### src/ffa_pkg.sv
// shared types, constants and helpers of the first-fit arena allocator
`default_nettype none
package ffa_pkg;

    localparam int ARENA_BYTES = 4096;
    localparam int ADDR_W = $clog2(ARENA_BYTES);
    // walk positions may run past the arena end by up to one block size
    localparam int POS_W = 14;
    localparam int SIZE_W = 13;

    localparam logic [POS_W-1:0] ARENA_POS = POS_W'(ARENA_BYTES);
    localparam logic [POS_W-1:0] ARENA_M1 = POS_W'(ARENA_BYTES - 1);
    localparam logic [POS_W-1:0] ARENA_M2 = POS_W'(ARENA_BYTES - 2);
    localparam logic [11:0] MAX_REQ = 12'(ARENA_BYTES - 2);

    localparam logic OP_ALLOC = 1'b0;
    localparam logic OP_FREE = 1'b1;

    localparam logic [2:0] ST_OK = 3'd0;
    localparam logic [2:0] ST_ZERO_SIZE = 3'd1;
    localparam logic [2:0] ST_TOO_LARGE = 3'd2;
    localparam logic [2:0] ST_NO_SPACE = 3'd3;
    localparam logic [2:0] ST_NOT_ALLOC = 3'd4;

    localparam logic [7:0] USE_CLEAR_MASK = 8'd127;

    typedef struct packed {
        logic        op;
        logic [11:0] req_bytes;
        logic [11:0] payload_offset;
    } req_t;

    typedef struct packed {
        logic [2:0]  status;
        logic [11:0] granted_offset;
    } rsp_t;

    // decoded header plus position advanced by the block size
    typedef struct packed {
        logic              in_use;
        logic              size_zero;
        logic [SIZE_W-1:0] size;
        logic [POS_W-1:0]  sum;
    } hdr_info_t;

    // first header byte: in-use bit and high size bits
    function automatic logic [7:0] hdr_byte0(input logic [SIZE_W-1:0] total,
                                             input logic used);
        return {used, 2'b00, total[12:8]};
    endfunction

    // second header byte: low size bits
    function automatic logic [7:0] hdr_byte1(input logic [SIZE_W-1:0] total);
        return total[7:0];
    endfunction

endpackage
`default_nettype wire

### src/ffa_step_unit.sv
// shared header decode and position adder used by every walk
`default_nettype none
module ffa_step_unit
    import ffa_pkg::*;
(
    input  wire logic [POS_W-1:0] base,
    input  wire logic [7:0]       byte0,
    input  wire logic [7:0]       byte1,
    output hdr_info_t             info
);

    logic [SIZE_W-1:0] size;

    // decode size and advance
    always_comb
    begin
        size = {byte0[4:0], byte1};
        info.in_use = byte0[7];
        info.size = size;
        info.size_zero = (size == '0);
        info.sum = base + POS_W'(size);
    end

endmodule
`default_nettype wire

### config.mk
export PLATFORM = sky130hd
export DESIGN_NAME = ffa_step_unit
export DESIGN_NICKNAME = d
export VERILOG_FILES = /design/src/ffa_pkg.sv /design/src/ffa_step_unit.sv
export SDC_FILE = /design/constraint.sdc
export NUM_CORES = 1
export LEC_CHECK = 0
export ABC_AREA = 0
export BUFFER_PORTS_ARGS = -buffer_cell sky130_fd_sc_hd__buf_2
export CORE_MARGIN = 2
export CORE_UTILIZATION = 24
export DETAILED_ROUTE_END_ITERATION = 8
export PLACE_DENSITY = 0.65
export RECOVER_POWER = 25
export SYNTH_ARGS = -nofsm -noshare
export SYNTH_HDL_FRONTEND = slang
export SYNTH_SLANG_ARGS = --single-unit
### constraint.sdc
create_clock -name vclk -period 1.7
set_clock_uncertainty 0.2 [all_clocks]
set_input_delay 0.085 -clock vclk [all_inputs]
set_output_delay 0.085 -clock vclk [all_outputs]
set_load 0.05 [all_outputs]
Word-level counts from Yosys, hierarchy flattened
Cells that the tools add are included.
- flip-flop bits (word level): 0
- bits of input ports: 30
- word-level logic and storage cells: 2
- add/subtract/negate cells: 1
- reductions and logical operators: 1
- operators with widths (cell ; number):
    adder 14 x 13 -> 14 bit ; 1
    zero test 13 bit ; 1

Longest topological paths before layout
Gate-level depths: netlist (run 1).
- depth in word-level cells: 1
- mapped depth: 8

Worst setup path before layout (run 1)
No wires, ideal clock.
- kind: input to output
- start: input base[0]
- end: output info[12] (netlist bit)
- arrival time: 2345 ps
- required time: 1415 ps
- setup slack: -930 ps
- cell stages on the path: 7
- buffers on the path: 0
- cells stage by stage: ha_1 > inv_1 > fa_1 > nand2b_1 > a21oi_1 > o311a_4 > o311ai_1
- RTL lines (what ; line ; text):
    start, declared ; ffa_step_unit.sv:6 ; input wire logic [POS_W-1:0] base,
    end, declared ; ffa_step_unit.sv:9 ; output hdr_info_t info

==> summary.txt, run 1 <==
Floorplanning
  – Core Area: 3310 sq um
  – Die W: 62.6 um
  – I/O pins: 59
  – Initial core utilization: 24.9%
  – Die Y: 62.6 um
  – # rows: 21
  – Area of the die: 3920 sq um

Power and ir drop
  – Combinational Power Share: 100.0%
  – Sequential fraction of design power: 0%
  – Power Internal: 0.553 mW
  – Pwr dens: 572 nW/um^2
  – Switching power: 0.676 mW
  – P_leak: 0.955 nW
  – Pwr Total: 1.23 mW
  – Switch share: 55.0%
  – Max IR drop VDD: 0.417 mV
  – Clock power share: 0%

GRT
  – GRT overflow: 0
  – First-pass GRT wire length: 5.83 mm
  – Gr usage total: 18.3%
  – Vias in the first global route: 1230
  – Initial antenna violation count: 0
  – Largest net degree at the start of global routing: 10

Synthesis
  – Seq/Total Area, Yosys: 0%
  – Syn Std Cell Area: 823 sq um
  – Mapped Nets: 153
  – Post-synthesis mux area share: 2.43%
  – Synth top area cells: ha_1, buf_4, xnor2_1, a21oi_1, nand2_1
  – Yosys top cell by area: ha_1
  – Share of the synthesized area in the top cell type: 19.8%
  – Post-synth cell types: 42
  – Compound-cell area share of the yosys netlist: 23.9%
  – Synth Area in XOR/XNOR: 9.57%
  – Post-Synth Adder-Cell Area: 22.2%
  – Yosys warns: 0
  – Combinational family with the most area after synthesis: simple AND/OR/NAND/NOR gates
  – Simple-Gate Fraction of Synth Area: 26.0%
  – Synth Instances: 109
  – Syn Area/Cell: 7.55 sq um

Routing
  – Post-DRT Antenna Nets: 0
  – Post-detailed-route wirelength per cell: 14.7 um
  – Total number of vias: 1146
  – Number of remaining DRC errors: 0
  – Final wirelength: 3.65 mm
  – Routed vias/inst: 4.62
  – Starting DRT DRC Count: 38
  – Initial DRT Pass Iterations: 4

Finish
  – Diode count: 0
  – Final Instance Area: 2150 sq um
  – Fin nets: 248
  – Non-Filler Instances: 248
  – Area occupied by registers: 0 sq um
  – Layout sequential cell count: 0
  – Share of cells above drive strength 1: 80.7%
  – P&R area growth vs syn: 161%
  – Layout clock buffer count: 0

Status
  – Status: complete, but fails checks
  – Violated checks: negative setup slack

Timing
  – Final hold vios: 0
  – Worst Slack Setup Final: -0.258 ns
  – Fmax: 511 MHz
  – Final setup viols: 9
  – Final slew viol count: 0
  – Worst-Margin Slew: 0.592 ns
  – Slew HR: 60.7%
  – Fin Hold WS: 0.316 ns
  – Fin crit share: 115%
  – RSZ-0062 raised after global routing: true
  – Post-route minimum period: 1.96 ns

Hold path
  – Tightest Hold Check Type: in -> out

Placement
  – GP Congestion: 0.790
  – Placed inst area: 1720 sq um
  – Inst Count DP: 234
  – Port Buffers: 55
  – Detail Placement HPWL: 2.74 mm

Critical path
  – Critical Path Source Type: input pin
  – CP max FO: 3
  – Worst Setup End Kind: output port
  – Worst Path Arrival: 1.67 ns
  – Crit Path Class: in -> out
  – WP data required: 1.41 ns

Flow run
  – Max-Cap Viols: 0
-- metal layers --
metal	GRT usage [%]	share of wire, %
met5	0	0
met4	0	0
met3	0.721	3.5
met2	41.1	61
met1	19.1	35
-- critical path: stages --
cell,delay [ns]
buf_8,0.08
ha_4,0.13
inv_2,0.03
fa_2,0.33
nand2b_4,0.16
a21oi_4,0.15
o311a_4,0.23
mux2i_2,0.23
nand2_2,0.08
buf_8,0.16
-- cell usage after synthesis (3+ instances only) --
cell	count
a21oi_1	8
nand2_1	9
ha_1	13
nor4_1	3
inv_1	5
xnor2_1	7
nand2b_1	3
nor3_1	4
nor2_1	5
buf_4	14
-- power by group through the flow --
stage | Clock, mW | Sequential (mW) | Combinational (mW)
after global routing | 0 | 0 | 1.29
after CTS | 0 | 0 | 1.18
after global placement | 0 | 0 | 0.956
after detailed placement | 0 | 0 | 0.985
after floorplan | 0 | 0 | 0.725
final | 0 | 0 | 1.23
-- repair_timing --
action	CTS	global route
cloned	0	0
hold buffers	1	0
hold endpoints to repair	1	0
resized for setup	63	18
setup endpoints to repair	12	12
pin swaps	28	16
buffers inserted	11	4
-- final cells by class --
cell class | instances | area (sq um)
timing repair buffer | 108 | 852
tap | 46 | 57.6
fill | 270 | 1160
multi-input combinational | 88 | 1220
inverter | 6 | 22.5
-- stage by stage --
step                      setup TNS [ns]  util, %  setup WS, ns
after floorplan                   -0.463        -        -0.117
after global placement             -2.24     51.9        -0.362
after detailed placement           -2.83     51.9        -0.439
after CTS                          -1.46     62.5        -0.264
after global routing               -2.06     64.9        -0.309
final                              -1.46     64.9        -0.258
-- cell usage in the layout (no fill, tap or decap), types with 2 or more instances in the layout --
cell | netlist | routed
and2_4 | 1 | 2
xnor2_2 | 0 | 5
a21oi_4 | 0 | 7
o21ai_4 | 0 | 2
buf_6 | 0 | 29
ha_4 | 0 | 12
nor2_1 | 5 | 2
nand2_1 | 9 | 6
clkbuf_1 | 1 | 4
nand2_4 | 0 | 2
buf_2 | 0 | 31
xor2_4 | 0 | 2
nor3_1 | 4 | 4
inv_2 | 1 | 2
nor4_4 | 0 | 2
a21oi_1 | 8 | 2
inv_1 | 5 | 4
nand2b_4 | 0 | 2
buf_4 | 14 | 40
buf_8 | 0 | 3
nand3_1 | 2 | 2
nor2_4 | 0 | 2
-- worst paths after layout --
check	end	startpoint	slack, ns	cells after the start
setup / recovery	info[10]	byte1[0]	-0.26	10
hold / removal	info[13]	base[13]	0.32	3
-- cell families after synthesis --
kind of cell               after synthesis
buffers and inverters                   21
adders and majority gates               14
muxes                                    2
AOI/OAI and AO/OA                       26
xor gates and xnor gates                 9
and+or+nand+nor                         37
(Power assumes the default switching activity.)
==> inputs of run 2 (changes only) <==
Settings changed: ABC_AREA 0 to 1, PLACE_DENSITY 0.65 to 0.63.
==> run 2 against run 1 <==
The flow now finishes without violations; worst hold slack gained 0.036 ns; critical endpoint is now info[6]; die area grew 13%; critical path depth shrank 1; combinational power shrank 28%; largest cell class unchanged; clock-buffer cell count is the same; final cell count grew 13%; global-route usage shrank 6.6 points; utilization shrank 22 points; sequential share of layout area is the same; highest routed layer is now met4; wire length shrank 22%.
==> summary.txt, run 2 <==
Status
  – Status: finished, final reports clean (was complete, but fails checks)

Finish
  – Final core area utilization: 43.3% (was 64.9%)
  – Most frequent cells in the layout: nand2_1, buf_2, buf_4, inv_1, nand2_2 (was buf_4, buf_2, buf_6, ha_4, a21oi_4)
  – Most common cell after layout, fill and taps aside: nand2_1 (was buf_4)
  – Diode count: 0 (unchanged)
  – Fin nets: 277 (was 248)
  – P&R area growth vs syn: 71.6% (was 161%)
  – Layout sequential cell count: 0 (unchanged)
  – Area occupied by registers: 0 sq um (unchanged)
  – Fill cells: 385 (was 270)
  – Share of cells above drive strength 1: 54.1% (was 80.7%)
  – Layout clock buffer count: 0 (unchanged)

Floorplanning
  – Die Y: 66.5 um (was 62.6 um)
  – Area of the die: 4430 sq um (was 3920 sq um)
  – I/O pins: 59 (unchanged)
  – Die W: 66.5 um (was 62.6 um)
  – # rows: 22 (was 21)
  – Core Area: 3720 sq um (was 3310 sq um)
  – Initial core utilization: 25.3% (was 24.9%)

Hold path
  – Tightest Hold Check Type: in -> out (unchanged)

GRT
  – M3 GR Usage: 0% (was 0.721%)
  – First-pass GRT wire length: 4.24 mm (was 5.83 mm)
  – Initial antenna violation count: 0 (unchanged)
  – GR Util met2: 23.6% (was 41.1%)
  – Most used routing layer: met2 (unchanged)
  – Largest net degree at the start of global routing: 5 (was 10)
  – Met1 track demand over resource: 14.3% (was 19.1%)
  – Vias in the first global route: 1057 (was 1230)
  – Gr usage total: 11.7% (was 18.3%)
  – GRT overflow: 0 (unchanged)

Synthesis
  – Synth Instances: 165 (was 109)
  – Mapped Nets: 209 (was 153)
  – Top-count cell post-synth: nand2_1 (was buf_4)
  – Combinational family with the most area after synthesis: simple AND/OR/NAND/NOR gates (unchanged)
  – Post-synth cell types: 23 (was 42)
  – Seq/Total Area, Yosys: 0% (unchanged)
  – Yosys top cell by area: nand2_1 (was ha_1)
  – Post-Synth Adder-Cell Area: 19.5% (was 22.2%)
  – Share of the synthesized area in the top cell type: 19.6% (was 19.8%)
  – Simple-Gate Fraction of Synth Area: 45.7% (was 26.0%)
  – Syn Area/Cell: 5.69 sq um (was 7.55 sq um)
  – Synth Area in XOR/XNOR: 6.53% (was 9.57%)
  – Syn Std Cell Area: 938 sq um (was 823 sq um)
  – Synth cell count leaders: nand2_1, inv_1, buf_4, nor2_1, ha_1 (was buf_4, ha_1, nand2_1)
  – Compound-cell area share of the yosys netlist: 5.87% (was 23.9%)
  – Post-synthesis mux area share: 0% (was 2.43%)
  – Yosys warns: 0 (unchanged)
  – Synth top area cells: nand2_1, ha_1, buf_4, inv_1, nor2_1 (was ha_1, buf_4, xnor2_1, a21oi_1, nand2_1)

Timing
  – Fmax: 598 MHz (was 511 MHz)
  – Final setup viols: 0 (was 9)
  – Worst Slack Setup Final: 0.0275 ns (was -0.258 ns)
  – Slew HR: 60.1% (was 60.7%)
  – Final hold vios: 0 (unchanged)
  – RSZ-0062 raised after global routing: true (unchanged)
  – Worst-Margin Slew: 0.601 ns (was 0.592 ns)
  – Final slew viol count: 0 (unchanged)
  – Fin crit share: 98.4% (was 115%)
  – Post-route minimum period: 1.67 ns (was 1.96 ns)

Routing
  – Initial DRT Pass Iterations: 4 (unchanged)
  – Routed vias/inst: 4.25 (was 4.62)
  – Starting DRT DRC Count: 30 (was 38)
  – Number of remaining DRC errors: 0 (unchanged)
  – Post-DRT Antenna Nets: 0 (unchanged)
  – Final wirelength: 2.86 mm (was 3.65 mm)
  – Post-detailed-route wirelength per cell: 10.2 um (was 14.7 um)
  – Total number of vias: 1187 (was 1146)

Critical path
  – Critical Path Source Type: input pin (unchanged)
  – Crit path to: info[6] (was info[10])
  – CP max FO: 4 (was 3)
  – Crit. Startpoint: byte1[0] (unchanged)
  – Worst Path Arrival: 1.39 ns (was 1.67 ns)
  – WP data required: 1.41 ns (about the same)
  – Crit Path Class: in -> out (unchanged)
  – Worst Setup End Kind: output port (unchanged)

Power and ir drop
  – Pwr dens: 551 nW/um^2 (was 572 nW/um^2)
  – P_leak: 0.862 nW (was 0.955 nW)
  – Pwr Total: 0.887 mW (was 1.23 mW)
  – Max IR drop VDD: 0.153 mV (was 0.417 mV)

Placement
  – Port Buffers: 55 (unchanged)
  – Detail Placement HPWL: 2.34 mm (was 2.74 mm)
  – Setup Slack @ Placement: -0.166 ns (was -0.439 ns)
  – GP Congestion: 0.808 (was 0.790)

Flow run
  – Max-Cap Viols: 0 (unchanged)
## run 2: changes by cell type in the layout (fill, tap and decap cells not counted), sizes merged, moves of 3 or more
cell    change
nand2      +48
a21oi       -3
nand3       +5
inv        +22
xnor2       -3
nor2       +15
buf        -29
a21o        -3
nand2b      -3
## run 2: cells by family (layout without fill, tap and decap cells)
| logic type | after synthesis | count (layout) |
|---|---|---|
| and+or+nand+nor | 93 | 93 |
| buffers and inverters | 42 | 108 |
| AOI/OAI and AO/OA | 9 | 9 |
| adders and majority gates | 14 | 14 |
| xor gates and xnor gates | 7 | 7 |
## run 2: layout make-up
cell class                 instances  area (sq um)  share of cell area, %
inverter                          28           105                   6.53
timing repair buffer              80           523                   32.5
tap                               48          60.1                   3.73
multi-input combinational        123           922                   57.3
## run 2: timing repair
action / 4_1_cts / 5_1_grt
hold endpoints to repair: 1 / 0
pin swaps: 2 / 6
hold buffers: 1 / 0
setup buffers: 0 / 1
setup endpoints to repair: 10 / 11
resized for setup: 15 / 34
## run 2: worst min-delay path by stage
| stage | endpoint | cells after the start | start | slack, ns |
|---|---|---|---|---|
| finish | info[13] | 5 | base[13] | 0.35 |
| global route | info[25] | 2 | byte0[3] | 0.38 |
| CTS | info[25] | 2 | byte0[3] | 0.29 |
| detailed placement | info[28] | 0 | byte0[7] | -0.03 |
| global placement | info[28] | 0 | byte0[7] | -0.03 |
| floorplan | info[14] | 1 | byte1[0] | 0.14 |
## run 2: through the flow
step	area, sq um	hold WS (ns)	std cells	TNS [ns]
after floorplan	986	0.137	165	-0.325
after global placement	1390	-0.0296	277	-0.721
after detailed placement	1390	-0.0296	277	-0.787
after CTS	1450	0.286	278	-0.000109
after global routing	1610	0.381	279	-0.345
final	1610	0.353	279	0
## run 2: critical path, cell delays in order
cell and delay [ns]:
buf_8 0.08, ha_4 0.13, inv_2 0.04, fa_2 0.37, nor2_4 0.14, nor2_4 0.06, o21ai_2 0.17, xor2_2 0.15
buf_6 0.17
## run 2: report_power, final
| part | leakage, nW | internal, mW | switching, mW |
|---|---|---|---|
| combinational | 0.862 | 0.330 | 0.557 |
| sequential | 0 | 0 | 0 |
| clock | 0 | 0 | 0 |
## run 2: layer usage
metal / up-vias / share of wire [%]
li1: 628 / -
met1: 541 / 39
met2: 16 / 57
met3: 2 / 2.5
met4: 0 / 0.91
met5: - / 0
==> inputs of run 3 (changes only) <==
Settings changed: GPL_TIMING_DRIVEN set to 0.
==> run 3 against run 2 <==
Combinational power is 2% lower; critical path type unchanged; utilization is 0.50 points lower; critical path depth stayed put.
==> summary.txt, run 3 (synthesized netlist as in run 2, its figures left out) <==
Status
  – Status: finished, final reports clean (unchanged)

Timing
  – RSZ-0062 raised after global routing: true (unchanged)
  – Worst-Margin Slew: 0.591 ns (was 0.601 ns)
  – Fmax: 599 MHz (was 598 MHz)
  – Final setup viols: 0 (unchanged)
  – Worst Slack Setup Final: 0.0304 ns (was 0.0275 ns)
  – Final slew viol count: 0 (unchanged)
  – Slew HR: 60.8% (was 60.1%)
  – Fin Hold WS: 0.344 ns (was 0.353 ns)
  – Final hold vios: 0 (unchanged)
  – Post-route minimum period: 1.67 ns (about the same)
  – Fin crit share: 98.2% (was 98.4%)

Finish
  – Most frequent cells in the layout: nand2_1, buf_2, inv_1, buf_4, nand2_2 (was nand2_1, buf_2, buf_4, inv_1, nand2_2)
  – Share of cells above drive strength 1: 52.2% (was 54.1%)
  – Layout clock buffer count: 0 (unchanged)
  – Area occupied by registers: 0 sq um (unchanged)
  – Fin nets: 270 (was 277)
  – Fill cells: 409 (was 385)
  – Non-Filler Instances: 272 (was 279)
  – Diode count: 0 (unchanged)
  – P&R area growth vs syn: 69.6% (was 71.6%)
  – Most common cell after layout, fill and taps aside: nand2_1 (unchanged)
  – Multi-input combinational cell area: 956 sq um (was 922 sq um)
  – Layout sequential cell count: 0 (unchanged)

Critical path
  – Critical Path Source Type: input pin (unchanged)
  – CP max FO: 4 (unchanged)
  – Worst Path Arrival: 1.38 ns (was 1.39 ns)
  – WP data required: 1.41 ns (about the same)
  – Worst Setup End Kind: output port (unchanged)
  – Crit Path Class: in -> out (unchanged)

Clocking
  – Hold_buf cts: 0 (was 1)

Placement
  – Detail Placement HPWL: 2.24 mm (was 2.34 mm)
  – Inst Count DP: 269 (was 277)
  – GP Congestion: 0.809 (was 0.808)
  – Port Buffers: 56 (was 55)
  – Setup Slack @ Placement: -0.252 ns (was -0.166 ns)

GRT
  – Vias in the first global route: 1045 (was 1057)
  – Initial antenna violation count: 0 (unchanged)
  – First-pass GRT wire length: 4.22 mm (was 4.24 mm)
  – GRT overflow: 0 (unchanged)
  – Largest net degree at the start of global routing: 6 (was 5)
  – Gr usage total: 11.8% (was 11.7%)

Routing
  – Initial DRT Pass Iterations: 4 (unchanged)
  – Post-detailed-route wirelength per cell: 10.1 um (was 10.2 um)
  – Total number of vias: 1149 (was 1187)
  – Final wirelength: 2.75 mm (was 2.86 mm)
  – Post-DRT Antenna Nets: 0 (unchanged)
  – Starting DRT DRC Count: 18 (was 30)
  – Number of remaining DRC errors: 0 (unchanged)
  – Routed vias/inst: 4.22 (was 4.25)

Flow run
  – Max-Cap Viols: 0 (unchanged)

Power and ir drop
  – Pwr Total: 0.869 mW (was 0.887 mW)
  – Pwr dens: 546 nW/um^2 (was 551 nW/um^2)
  – Max IR drop VDD: 0.166 mV (was 0.153 mV)
  – P_leak: 0.832 nW (was 0.862 nW)

Floorplanning
  – I/O pins: 59 (unchanged)
  – # rows: 22 (unchanged)
  – Area of the die: 4430 sq um (unchanged)
  – Core Area: 3720 sq um (unchanged)
  – Die Y: 66.5 um (unchanged)
  – Die W: 66.5 um (unchanged)
  – Initial core utilization: 25.3% (unchanged)

Hold path
  – Hold depth: 5 (unchanged)
  – WHS Endpoint: info[13] (unchanged)
  – Tightest Hold Check Type: in -> out (unchanged)
  – Hold_sp: base[13] (unchanged)
## run 3: changes by cell type in the layout (fill, tap and decap cells not counted), moves of 2 or more
cell    before  now
ha_2         2    0
buf_2       38   40
nor2_2       7    5
ha_4         8   12
buf_4       29   18
nor2_1      11   13
ha_1         3    1
## run 3: per-layer routing
| metal | track usage, % | part of all wire (%) | vias up |
|---|---|---|---|
| met1 | 14.0 | 42 | 523 |
| met2 | 24.1 | 55 | 12 |
| li1 | - | - | 612 |
| met4 | 1.02 | 0.95 | 0 |
| met3 | 0 | 1.4 | 2 |
| met5 | 0 | 0 | - |
## run 3: metrics by stage
stage                TNS, ns  cell area (sq um)  util [%]
detailed placement     -1.18               1330      35.7
global route         -0.0558               1590      42.8
CTS                 -0.00454               1400      37.8
floorplan             -0.325                986         -
finish                     0               1590      42.8
global placement       -1.13               1330      35.7
## run 3: worst max path at each step
| stage | start | endpoint | slack, ns | cells past startpoint |
|---|---|---|---|---|
| 6_report | base[0] | info[6] | 0.03 | 9 |
| 3_3_place_gp | byte1[0] | info[6] | -0.25 | 9 |
| 3_5_place_dp | byte1[0] | info[6] | -0.25 | 9 |
| 5_1_grt | byte1[1] | info[13] | -0.03 | 11 |
| 4_1_cts | byte1[0] | info[6] | -0.005 | 9 |
| 2_1_floorplan | base[0] | info[6] | -0.16 | 7 |
## run 3: repair_timing
item,4_1_cts,5_1_grt
endpoints found under the setup margin,9,9
pin swaps,5,7
resized for setup,22,32
setup buffers,1,2
cloned,0,0
## run 3: cell type report
cell class	count	share of cell area [%]
multi-input cells	123	60.1
repair buffers	59	23.0
well taps	48	3.77
plain buffers	14	6.60
inverters	28	6.60
## run 3: worst max-delay path, cell delays in order
cell     delay (ns)
buf_8          0.08
ha_4           0.13
inv_2          0.03
fa_2           0.39
nor2_4         0.14
nor2_4         0.06
o21ai_2        0.15
xor2_2         0.15
buf_6          0.17
## run 3: power by group
group / total, mW / switching (mW) / internal, mW
Combinational: 0.869 / 0.552 / 0.317
Sequential: 0 / 0 / 0
Clock: 0 / 0 / 0
Total: 0.869 / 0.552 / 0.317
